`src/hdl/dffc_pkg.sv`:
```
// Package for the double / fixed-point format converter.
// Holds the operation and status codes, field constants and the word structs.
// No dependencies.
package dffc_pkg;

  localparam int unsigned WordW   = 64;
  localparam int unsigned ExpW    = 11;
  localparam int unsigned ManW    = 52;
  localparam int unsigned MagW    = 63;
  localparam int unsigned ShiftW  = 6;
  localparam int unsigned SignBit = 63;
  localparam int unsigned AlignW  = MagW - ManW - 1;  // pad below the mantissa

  // Biased exponent window that fits the fixed word: unbiased -61 .. +1.
  localparam logic [ExpW-1:0] ExpLow  = 11'd962;
  localparam logic [ExpW-1:0] ExpHigh = 11'd1024;

  typedef enum logic {
    OP_DBL2FIX = 1'b0,
    OP_FIX2DBL = 1'b1
  } dffc_op_e;

  typedef enum logic [1:0] {
    ST_OK        = 2'd0,
    ST_SUBNORMAL = 2'd1,
    ST_RANGE     = 2'd2
  } dffc_status_e;

  typedef struct packed {
    dffc_op_e          op;
    logic [WordW-1:0]  operand;
  } dffc_req_t;

  typedef struct packed {
    logic [WordW-1:0]  result;
    dffc_status_e      status;
  } dffc_rsp_t;

endpackage

```
`src/hdl/dffc_req_if.sv`:
```
// Request channel of the format converter: operation code and operand word.
// Valid/ready handshake; no dependencies.
interface dffc_req_if;
  logic        valid;
  logic        ready;
  logic        operation;
  logic [63:0] operand;

  modport source (output valid, output operation, output operand, input ready);
  modport sink   (input valid, input operation, input operand, output ready);
endinterface

```
`src/hdl/dffc_rsp_if.sv`:
```
// Response channel of the format converter: converted word and status code.
// Valid/ready handshake; no dependencies.
interface dffc_rsp_if;
  logic        valid;
  logic        ready;
  logic [63:0] result;
  logic [1:0]  status;

  modport source (output valid, output result, output status, input ready);
  modport sink   (input valid, input result, input status, output ready);
endinterface

```
`src/hdl/double_fixed_format_converter_core.sv`:
```
// Top level of the double / fixed-point format converter: input register,
// conversion datapath, result register. Depends on dffc_pkg, dffc_conv and the
// dffc_req_if / dffc_rsp_if interfaces.
//
//   channel  modport  direction  word carried
//   req_i    sink     in         operation (1), operand (64)
//   rsp_o    source   out        result (64), status (2)
//
// Registers: a word passes through the input register and then the result
// register; the datapath between them (a six-step leading zero normaliser and
// a 63-bit barrel shifter) sets the clock period.
// Throughput: one word per cycle, sustained while the sink keeps ready high.
// Stalls: a low ready on rsp_o holds the result register; the input register
// keeps accepting until it too is full, so req_i.ready falls only then.
// Reset: rst_ni clears both valid flags; payload registers are not reset.
module double_fixed_format_converter_core import dffc_pkg::*; (
  input  logic     clk_i,
  input  logic     rst_ni,
  dffc_req_if.sink   req_i,
  dffc_rsp_if.source rsp_o
);

  logic      in_valid_q, in_valid_d;
  dffc_req_t in_q;
  logic      rsp_valid_q, rsp_valid_d;
  dffc_rsp_t rsp_q;
  dffc_rsp_t conv_rsp;
  logic      out_free;
  logic      in_adv;
  logic      req_fire;

  // Result register can take a word when empty or being drained this cycle.
  assign out_free = !rsp_valid_q || rsp_o.ready;
  // Input register can take a word when empty or moving on this cycle.
  assign in_adv   = !in_valid_q || out_free;
  assign req_fire = req_i.valid && in_adv;

  assign req_i.ready = in_adv;

  assign in_valid_d  = in_adv   ? req_i.valid : in_valid_q;
  assign rsp_valid_d = out_free ? in_valid_q  : rsp_valid_q;

  always_ff @(posedge clk_i or negedge rst_ni) begin
    if (!rst_ni) begin
      in_valid_q  <= 1'b0;
      rsp_valid_q <= 1'b0;
    end else begin
      in_valid_q  <= in_valid_d;
      rsp_valid_q <= rsp_valid_d;
    end
  end

  // Payload: load on a handshake, hold otherwise.
  always_ff @(posedge clk_i) begin
    if (req_fire) begin
      in_q.op      <= dffc_op_e'(req_i.operation);
      in_q.operand <= req_i.operand;
    end
    if (out_free && in_valid_q) begin
      rsp_q <= conv_rsp;
    end
  end

  dffc_conv u_conv (
    .req_i (in_q),
    .rsp_o (conv_rsp)
  );

  assign rsp_o.valid  = rsp_valid_q;
  assign rsp_o.result = rsp_q.result;
  assign rsp_o.status = rsp_q.status;

`ifndef NO_ASSERTIONS
  a_err_zero: assert property (@(posedge clk_i) disable iff (!rst_ni)
    (rsp_valid_q && rsp_q.status != ST_OK) |-> (rsp_q.result == '0))
    else $error("error status with nonzero result");

  a_req_lands: assert property (@(posedge clk_i) disable iff (!rst_ni)
    req_fire |=> in_valid_q)
    else $error("accepted word missing from input register");

  a_stage_move: assert property (@(posedge clk_i) disable iff (!rst_ni)
    (in_valid_q && out_free) |=> rsp_valid_q)
    else $error("word lost between input and result register");

  a_in_hold: assert property (@(posedge clk_i) disable iff (!rst_ni)
    (in_valid_q && !out_free) |=> (in_valid_q && $stable(in_q)))
    else $error("stalled input register changed");
`endif

endmodule

```
`src/hdl/dffc_norm.sv`:
```
// Leading-zero normaliser: counts leading zeros and shifts the word left.
// Six halving steps, 32 down to 1. Depends on dffc_pkg.
module dffc_norm import dffc_pkg::*; (
  input  logic [WordW-1:0]  word_i,
  output logic [ShiftW-1:0] lz_o,
  output logic [WordW-1:0]  norm_o
);

  logic [WordW-1:0]  stg [0:ShiftW];
  logic [ShiftW-1:0] lz;

  assign stg[0] = word_i;

  for (genvar g = 0; g < ShiftW; g++) begin : g_step
    localparam int unsigned Sh = (WordW / 2) >> g;
    assign lz[ShiftW-1-g] = (stg[g][WordW-1 -: Sh] == '0);
    assign stg[g+1]       = lz[ShiftW-1-g] ? (stg[g] << Sh) : stg[g];
  end

  assign lz_o   = lz;
  assign norm_o = stg[ShiftW];

endmodule

```
`src/hdl/dffc_conv.sv`:
```
// Conversion datapath: double to fixed by a right barrel shift, fixed to double
// by leading-zero normalisation. Depends on dffc_pkg and dffc_norm.
module dffc_conv import dffc_pkg::*; (
  input  dffc_req_t req_i,
  output dffc_rsp_t rsp_o
);

  logic              sign;
  logic [ExpW-1:0]   biased;
  logic [ManW-1:0]   man;
  logic [ShiftW-1:0] rshift;
  logic [MagW-1:0]   aligned;
  logic [MagW-1:0]   mag;
  logic [ShiftW-1:0] lz;
  logic [WordW-1:0]  norm;
  logic [ExpW-1:0]   f2d_exp;

  assign sign   = req_i.operand[SignBit];
  assign biased = req_i.operand[SignBit-1 -: ExpW];
  assign man    = req_i.operand[ManW-1:0];
  assign mag    = req_i.operand[MagW-1:0];

  // Hidden bit sits at the top of the magnitude for exponent +1.
  assign rshift  = ShiftW'(ExpHigh - biased);
  assign aligned = {1'b1, man, {AlignW{1'b0}}} >> rshift;

  dffc_norm u_norm (
    .word_i ({mag, 1'b0}),
    .lz_o   (lz),
    .norm_o (norm)
  );

  assign f2d_exp = ExpHigh - ExpW'(lz);

  always_comb begin
    rsp_o.result = '0;
    rsp_o.status = ST_OK;
    case (req_i.op)
      OP_DBL2FIX: begin
        if (biased == '0) begin
          if (man != '0) rsp_o.status = ST_SUBNORMAL;
        end else if (biased < ExpLow || biased > ExpHigh) begin
          rsp_o.status = ST_RANGE;
        end else begin
          rsp_o.result = {sign, aligned};
        end
      end
      OP_FIX2DBL: begin
        // zero magnitude drops the sign and returns +0
        if (mag != '0) begin
          rsp_o.result = {sign, f2d_exp, norm[WordW-2 -: ManW]};
        end
      end
      default: begin
        rsp_o.result = '0;
        rsp_o.status = ST_OK;
      end
    endcase
  end

endmodule
```
`src/flat_wrapper.sv`:
```
// flat-port wrapper written by rule: the top's interface ports become plain ports
module double_fixed_format_converter_core_flat import dffc_pkg::*;
  (clk_i, rst_ni, req_i_valid, req_i_operation, req_i_operand, req_i_ready, rsp_o_valid, rsp_o_result, rsp_o_status, rsp_o_ready);
  dffc_req_if req_i_i ();
  dffc_rsp_if rsp_o_i ();
  input  logic clk_i;
  input  logic rst_ni;
  input wire logic [$bits(req_i_i.valid)-1:0] req_i_valid;
  input wire logic [$bits(req_i_i.operation)-1:0] req_i_operation;
  input wire logic [$bits(req_i_i.operand)-1:0] req_i_operand;
  output wire logic [$bits(req_i_i.ready)-1:0] req_i_ready;
  output wire logic [$bits(rsp_o_i.valid)-1:0] rsp_o_valid;
  output wire logic [$bits(rsp_o_i.result)-1:0] rsp_o_result;
  output wire logic [$bits(rsp_o_i.status)-1:0] rsp_o_status;
  input wire logic [$bits(rsp_o_i.ready)-1:0] rsp_o_ready;
  assign req_i_i.valid = req_i_valid;
  assign req_i_i.operation = req_i_operation;
  assign req_i_i.operand = req_i_operand;
  assign req_i_ready = req_i_i.ready;
  assign rsp_o_valid = rsp_o_i.valid;
  assign rsp_o_result = rsp_o_i.result;
  assign rsp_o_status = rsp_o_i.status;
  assign rsp_o_i.ready = rsp_o_ready;
  double_fixed_format_converter_core u_core (.clk_i(clk_i), .rst_ni(rst_ni), .req_i(req_i_i), .rsp_o(rsp_o_i));
endmodule
```
`config.mk`:
```
export PLATFORM = sky130hd
export DESIGN_NAME = double_fixed_format_converter_core_flat
export DESIGN_NICKNAME = d
export VERILOG_FILES = /design/src/hdl/dffc_pkg.sv /design/src/hdl/dffc_req_if.sv /design/src/hdl/dffc_rsp_if.sv /design/src/hdl/double_fixed_format_converter_core.sv /design/src/hdl/dffc_norm.sv /design/src/hdl/dffc_conv.sv /design/src/flat_wrapper.sv
export SDC_FILE = /design/constraint.sdc
export NUM_CORES = 1
export LEC_CHECK = 0
export BUFFER_PORTS_ARGS = -buffer_cell sky130_fd_sc_hd__buf_2
export CAP_MARGIN = 15
export CORE_MARGIN = 2
export CORE_UTILIZATION = 50
export DETAILED_ROUTE_END_ITERATION = 6
export GPL_TIMING_DRIVEN = 0
export PLACE_DENSITY_LB_ADDON = 0.1
export SYNTH_ARGS = -nofsm -noshare
export SYNTH_HDL_FRONTEND = slang
export SYNTH_SLANG_ARGS = --single-unit
```
`constraint.sdc`:
```
create_clock -name clk_i -period 5.28 [get_ports clk_i]
set_input_delay 0.792 -clock clk_i [delete_from_list [all_inputs] [get_ports clk_i]]
set_output_delay 0.792 -clock clk_i [all_outputs]
set_load 0.02 [all_outputs]
```
==> flow_metrics.env, run 1 <==
export IMPL_min_period_over_period=1.00
export IMPL_cp_top_family="compound AO/OA/AOI/OAI gates"
export IMPL_cp_start_kind="register"
export IMPL_cp_max_fo=10
export IMPL_ys_ff_latch=133
export IMPL_p_leak_nw=5.12
export IMPL_vias=13400
export IMPL_cp_data_arrival_time_ps=5540
export IMPL_antenna_left=0
export IMPL_drc=11
export IMPL_seq_power_share=0.344
export IMPL_gp_congestion=1.14
export IMPL_hold_viol_final=0
export IMPL_cp_num_cells=13
export IMPL_dp_cells=1813
export IMPL_wl_per_cell_um=29.9
export IMPL_clock_tree_buffer_depth=2
export IMPL_async_reset_ff_frac=0.0150
export IMPL_status="complete, but fails checks"
export IMPL_drv_slew=0
export IMPL_syn_area_per_cell_um2=8.83
export IMPL_grt_pass1_wl_mm=80.1
export IMPL_clk_latency_ps=430
export IMPL_layout_setup_ws_ps=-22.8
export IMPL_die_area_um2=25200
export IMPL_stdcell_count=1844
export IMPL_htree_levels=4
export IMPL_root_buffer="clkbuf_16"
export IMPL_synth_edf_count=131
export IMPL_syn_area_um2=12000
export IMPL_io_buffers=136
export IMPL_synth_distinct_cells=89
export IMPL_crit_buf_inv=2
export IMPL_pwr_share_comb=0.334
export IMPL_r2r_cells=13
export IMPL_peakVddDrop_v=0.000195
export IMPL_rsz0062_at_grt="false"
export IMPL_core_um2=23500
export IMPL_grt_usage=0.428
export IMPL_viasPerCell=7.25
export IMPL_fin_util=0.586
export IMPL_cts_buffers=17
export IMPL_rrSetupSlack_ps=-20
export IMPL_violations="DRC, setup timing"
export IMPL_required_ps=5520
export IMPL_place_area_um2=13100
export IMPL_path_clk_slew_ps=70
export IMPL_crit_type="reg2reg"
export IMPL_p_switching_mw=1.49
export IMPL_internal_power_mw=2.44
export IMPL_firstDrtPassIters=7
export IMPL_fin_nets=1584
export IMPL_diodes=0
export IMPL_netSwitchingFraction=0.379
export IMPL_cts_sinks=133
export IMPL_dominantRegCellSynth="edfxtp_1"
export IMPL_drive_gt1_frac=0.214
export IMPL_finish_instance_area_um2=13700
export IMPL_area_growth_pct=14.8
export IMPL_grt_antenna_before_repair=0
export IMPL_initial_core_util=0.510
export IMPL_finalSetupViolCount=1
export IMPL_grt_pass1_vias=12200
export IMPL_relSlewSlack=0.332
export IMPL_p_per_area_nw_per_um2=287
export IMPL_yosys_warnings=0
export IMPL_drtIter0Drc=2484
export IMPL_die_height_um=159
export IMPL_p_clk_frac=0.322
export IMPL_layout_min_cycle_time_ps=5300
export IMPL_worstReg2RegStart="u_core.in_q[62]"
export IMPL_dpl_hpwl_mm=41.9
export IMPL_crit_slowest_cell="or4_4"
export IMPL_grt_max_degree=47
export IMPL_overflow=0
export IMPL_cap_violations=0
export IMPL_worst_pin_slew_ps=992
export IMPL_hp_class="in2async"
export IMPL_fmax_ghz=0.189
export IMPL_io_pins=137
export IMPL_syn_num_nets=1427
export IMPL_syn_inst=1356
export IMPL_crit_path_max_incr_delay_ps=620
export IMPL_fp_row_count=56
export IMPL_ys_seq_area_frac=0.333
export IMPL_cts_tree="built"
export IMPL_endpoint_kind="register"
export IMPL_drt_wl_total_mm=55.1
export IMPL_cp_cell_sequence="or4_4, nor3_4, nand3_2, nor2_2, buf_2, a21oi_1, o21a_1, a22oi_2, clkbuf_1, a22oi_1, o21ai_0, mux2i_1, o221ai_1"
export IMPL_fin_skew_ps=13.4
export IMPL_die_w_um=159
export IMPL_r2r_end="u_core.rsp_o.result[49]"
[power groups by stage]
| stage | Clock (mW) | Sequential [mW] | Combinational, mW |
|---|---|---|---|
| finish | 1.27 | 1.36 | 1.31 |
| detailed placement | 0 | 1.37 | 1.23 |
| CTS | 1.26 | 1.35 | 1.24 |
| floorplan | 0 | 1.41 | 0.733 |
| global route | 1.30 | 1.36 | 1.36 |
| global placement | 0 | 1.37 | 1.23 |
[what timing repair did]
action / CTS / global route
setup endpoints to repair: 53 / 44
setup buffers: 1 / 0
cloned: 0 / 0
hold endpoints to repair: 0 / 0
hold buffers: 0 / 0
gates resized for setup: 3 / 22
[Yosys cell counts, types with 7 or more instances]
cell type	instances	area (um^2)
nand3_1	49	245
a21o_1	8	60.1
a221o_1	22	220
a21oi_1	86	430
o21ai_0	98	490
nor3_1	24	120
inv_1	8	30.0
mux2i_1	97	971
mux2_2	26	293
o211ai_1	35	263
o31ai_1	7	52.6
nand2b_1	8	50.1
a31oi_1	28	175
buf_2	30	150
edfxtp_1	131	3930
nor2_1	116	435
nand2_1	210	788
nor4_1	8	50.1
a22oi_1	11	82.6
a211oi_1	18	135
and3_1	10	62.6
clkbuf_1	75	282
o221ai_1	14	123
buf_1	15	56.3
and2_1	10	62.6
mux4_2	43	968
or3_1	12	75.1
o22ai_1	24	150
[logic make-up after synthesis]
kind of cell / share of synthesized area
AND/OR/NAND/NOR: 0.183
AO/OA/AOI/OAI: 0.243
multiplexers: 0.187
buffers and inverters: 0.0481
flip-flops: 0.333
XOR/XNOR: 0.00439
adder cells (fa/ha/maj): 0.00209
[placed cells by master (no fill, tap or decap), types with 10 or more instances in the layout]
master | netlist | routed
a211oi_1 | 18 | 18
a21oi_1 | 86 | 84
a221o_1 | 22 | 22
a22oi_1 | 11 | 10
a31oi_1 | 28 | 28
and3_1 | 10 | 10
buf_1 | 15 | 11
buf_2 | 30 | 168
clkbuf_1 | 75 | 70
clkbuf_16 | 0 | 17
edfxtp_1 | 131 | 131
mux2_2 | 26 | 26
mux2i_1 | 97 | 95
mux4_2 | 43 | 43
nand2_1 | 210 | 210
nand3_1 | 49 | 49
nor2_1 | 116 | 116
nor3_1 | 24 | 24
o211ai_1 | 35 | 35
o21ai_0 | 98 | 93
o21ai_1 | 6 | 10
o221ai_1 | 14 | 14
o22ai_1 | 24 | 24
or3_1 | 12 | 12
[routing by layer]
metal | up-vias | routed length (um) | GRT usage
met2 | 1306 | 22100 | 0.615
li1 | 5564 | - | -
met4 | 0 | 4490 | 0.257
met5 | - | 0 | 0
met3 | 342 | 7810 | 0.114
met1 | 6148 | 20700 | 0.577
[flip-flops by register name, summed over array words and instances (netlist names)]
signal	cells
u_core.in_q	65
u_core.in_valid_q	1
u_core.rsp_o.result	64
u_core.rsp_o.status	2
u_core.rsp_o.valid	1
[area by class of cell]
cell class                      instances  area [um^2]
Fill cell                            2179         9730
Multi-Input combinational cell       1087         7450
Sequential cell                       133         3980
Timing Repair Buffer                  139          728
Buffer                                126          548
Clock buffer                           17          425
Tap cell                              319          399
Clock inverter                         14          175
Inverter                                9         33.8
[through the flow]
step                      setup slack [ps]  hold slack, ps  setup TNS, ps  total power [mW]
final                                -22.8             127          -22.8              3.94
after global routing                  19.2             128              0              4.02
after CTS                              137             131              0              3.85
after detailed placement              -778             479         -20860              2.60
after global placement                -738             467         -18410              2.60
after floorplan                        659             449              0              2.14
[worst register-to-register path: stages (launching register included)]
cell and delay, ps:
edfxtp_1 590, or4_4 620, nor3_4 270, nand3_2 310
nor2_2 370, buf_2 340, a21oi_1 260, o21a_1 290
a22oi_2 580, clkbuf_1 500, a22oi_1 130, o21ai_0 270
mux2i_1 290, o221ai_1 300
[worst max path at each step]
stage / start / end
3_3_place_gp: u_core.in_q[52] / u_core.rsp_o.result[1]
6_report: u_core.in_q[62] / u_core.rsp_o.result[49]
2_1_floorplan: u_core.in_q[52] / u_core.rsp_o.result[1]
5_1_grt: u_core.in_q[49] / u_core.rsp_o.result[46]
4_1_cts: u_core.in_q[49] / u_core.rsp_o.result[49]
3_5_place_dp: u_core.in_q[52] / u_core.rsp_o.result[2]
Note: power is estimated with default switching activity, not from simulation.
==> run 2, diff against run 1 <==
--- a/config.mk
+++ b/config.mk
@@ -5,6 +5,7 @@
 export SDC_FILE = /design/constraint.sdc
 export NUM_CORES = 1
 export LEC_CHECK = 0
+export ABC_AREA = 1
 export BUFFER_PORTS_ARGS = -buffer_cell sky130_fd_sc_hd__buf_2
 export CAP_MARGIN = 15
 export CORE_MARGIN = 2
@@ -14,4 +15,5 @@
 export PLACE_DENSITY_LB_ADDON = 0.1
 export SYNTH_ARGS = -nofsm -noshare
 export SYNTH_HDL_FRONTEND = slang
+export SYNTH_HIERARCHICAL = 1
 export SYNTH_SLANG_ARGS = --single-unit
==> flow_metrics.env, run 2 <==
export IMPL_cts_sinks=133
export IMPL_io_buffers=136
export IMPL_relSlewSlack=0.420
export IMPL_clock_tree_buffer_depth=2
export IMPL_regMostFlops="u_core/in_q"
export IMPL_cp_max_fo=10
export IMPL_fin_total_pwr_mw=4.11
export IMPL_hp_class="in2async"
export IMPL_viasPerCell=5.98
export IMPL_p_leak_nw=7.99
export IMPL_endpoint_kind="register"
export IMPL_cts_setup_buffers=0
export IMPL_cp_start_kind="register"
export IMPL_drtIter0Drc=3102
export IMPL_layout_min_cycle_time_ps=4870
export IMPL_post_cts_resized=0
export IMPL_layout_setup_ws_ps=409
export IMPL_yosys_warnings=6
export IMPL_die_w_um=170
export IMPL_syn_area_um2=13700
export IMPL_min_period_over_period=0.923
export IMPL_die_area_um2=28800
export IMPL_largest_register_ffs=65
export IMPL_finalSetupViolCount=0
export IMPL_cp_data_arrival_time_ps=5050
export IMPL_antenna_left=0
export IMPL_status="complete, but fails checks"
export IMPL_fin_skew_ps=17.2
export IMPL_stdcell_count=2847
export IMPL_violations="DRC"
export IMPL_crit_slowest_cell="edfxtp_1"
export IMPL_grt_pass1_vias=15000
export IMPL_hold_ws_ps=130
export IMPL_syn_inst=2334
export IMPL_crit_path_max_incr_delay_ps=580
export IMPL_place_area_um2=14900
export IMPL_fin_util=0.577
export IMPL_core_um2=27000
export IMPL_grt_antenna_before_repair=1
export IMPL_hold_viol_final=0
export IMPL_firstDrtPassIters=7
export IMPL_clk_latency_ps=440
export IMPL_htree_levels=4
export IMPL_gp_congestion=1.12
export IMPL_fp_row_count=60
export IMPL_drc=1
export IMPL_tns_ps=0
export IMPL_grt_usage=0.408
export IMPL_cap_violations=0
export IMPL_path_clk_slew_ps=70
export IMPL_finish_instance_area_um2=15600
export IMPL_required_ps=5460
export IMPL_diodes=0
export IMPL_dp_slack_ps=630
export IMPL_fin_nets=2565
export IMPL_crit_type="reg2reg"
export IMPL_cts_tree="built"
export IMPL_p_per_area_nw_per_um2=264
export IMPL_postCtsHoldBufs=0
export IMPL_area_growth_pct=13.1
export IMPL_dpl_hpwl_mm=47.2
export IMPL_initial_core_util=0.510
export IMPL_wl_per_cell_um=20.7
export IMPL_drt_wl_total_mm=58.9
export IMPL_layout_common_cells="nand2_1 (869), nand3_1 (521), inv_1 (202), buf_2 (189), edfxtp_1 (131)"
export IMPL_fmax_ghz=0.205
export IMPL_io_pins=137
export IMPL_mostFrequentLayoutCell="nand2_1"
export IMPL_root_buffer="clkbuf_16"
export IMPL_grt_max_degree=52
export IMPL_drive_gt1_frac=0.125
export IMPL_die_height_um=170
export IMPL_dp_cells=2815
export IMPL_cts_buffers=17
export IMPL_peakVddDrop_v=0.000188
export IMPL_drv_slew=0
export IMPL_worst_pin_slew_ps=868
export IMPL_overflow=0
export IMPL_rsz0062_at_grt="false"
export IMPL_vias=17000
export IMPL_syn_area_per_cell_um2=5.89
export IMPL_path_common_cell="nand2_1"
export IMPL_grt_pass1_wl_mm=87.6
==> run 2: layout make-up <==
type                    instances  area [um^2]
repair buffers                139          756
well taps                     341          427
clock buffers                  17          425
plain buffers                 161          858
flip-flops and latches        133         3980
inverters                     218          823
clock inverters                15          180
fillers                      2725        11400
multi-input cells            1823         8100
==> run 2: routing by layer <==
layer,vias up,GRT usage,wire length [um]
met2,1276,0.600,24000
met5,-,0,0
met4,0,0.218,3540
met1,7581,0.560,24000
li1,7958,-,-
met3,202,0.0870,7330
==> run 2: worst paths after layout <==
kind	startpoint	end	slack (ps)	cells after the start
worst min register to register	u_core/in_valid_q	u_core/rsp_o.valid	540	2
worst max register to register	u_core/in_q[39]	u_core/rsp_o.result[58]	410	30
worst min-delay path	rst_ni	u_core/rsp_o.valid	130	1
min in group clk_i	req_i_operand[37]	u_core/in_q[37]	520	1
max in group asynchronous	rst_ni	u_core/in_valid_q	5050	1
worst max-delay path	u_core/in_q[39]	u_core/rsp_o.result[58]	410	30
==> run 2: critical path, delay by kind of cell (launching register included) <==
| kind | cells | cell delay (ps) |
|---|---|---|
| and+or+nand+nor | 23 | 2920 |
| AOI/OAI and AO/OA | 2 | 450 |
| adders and majority gates | 1 | 200 |
| buffers and inverters | 4 | 460 |
| DFF | 1 | 580 |
==> run 2: report_power, final <==
group          internal, mW  leakage (nW)  switching (mW)
logic                 0.427          6.40            1.05
registers              1.27          1.30          0.0882
clock network         0.679         0.290           0.599
total                  2.38          7.99            1.73
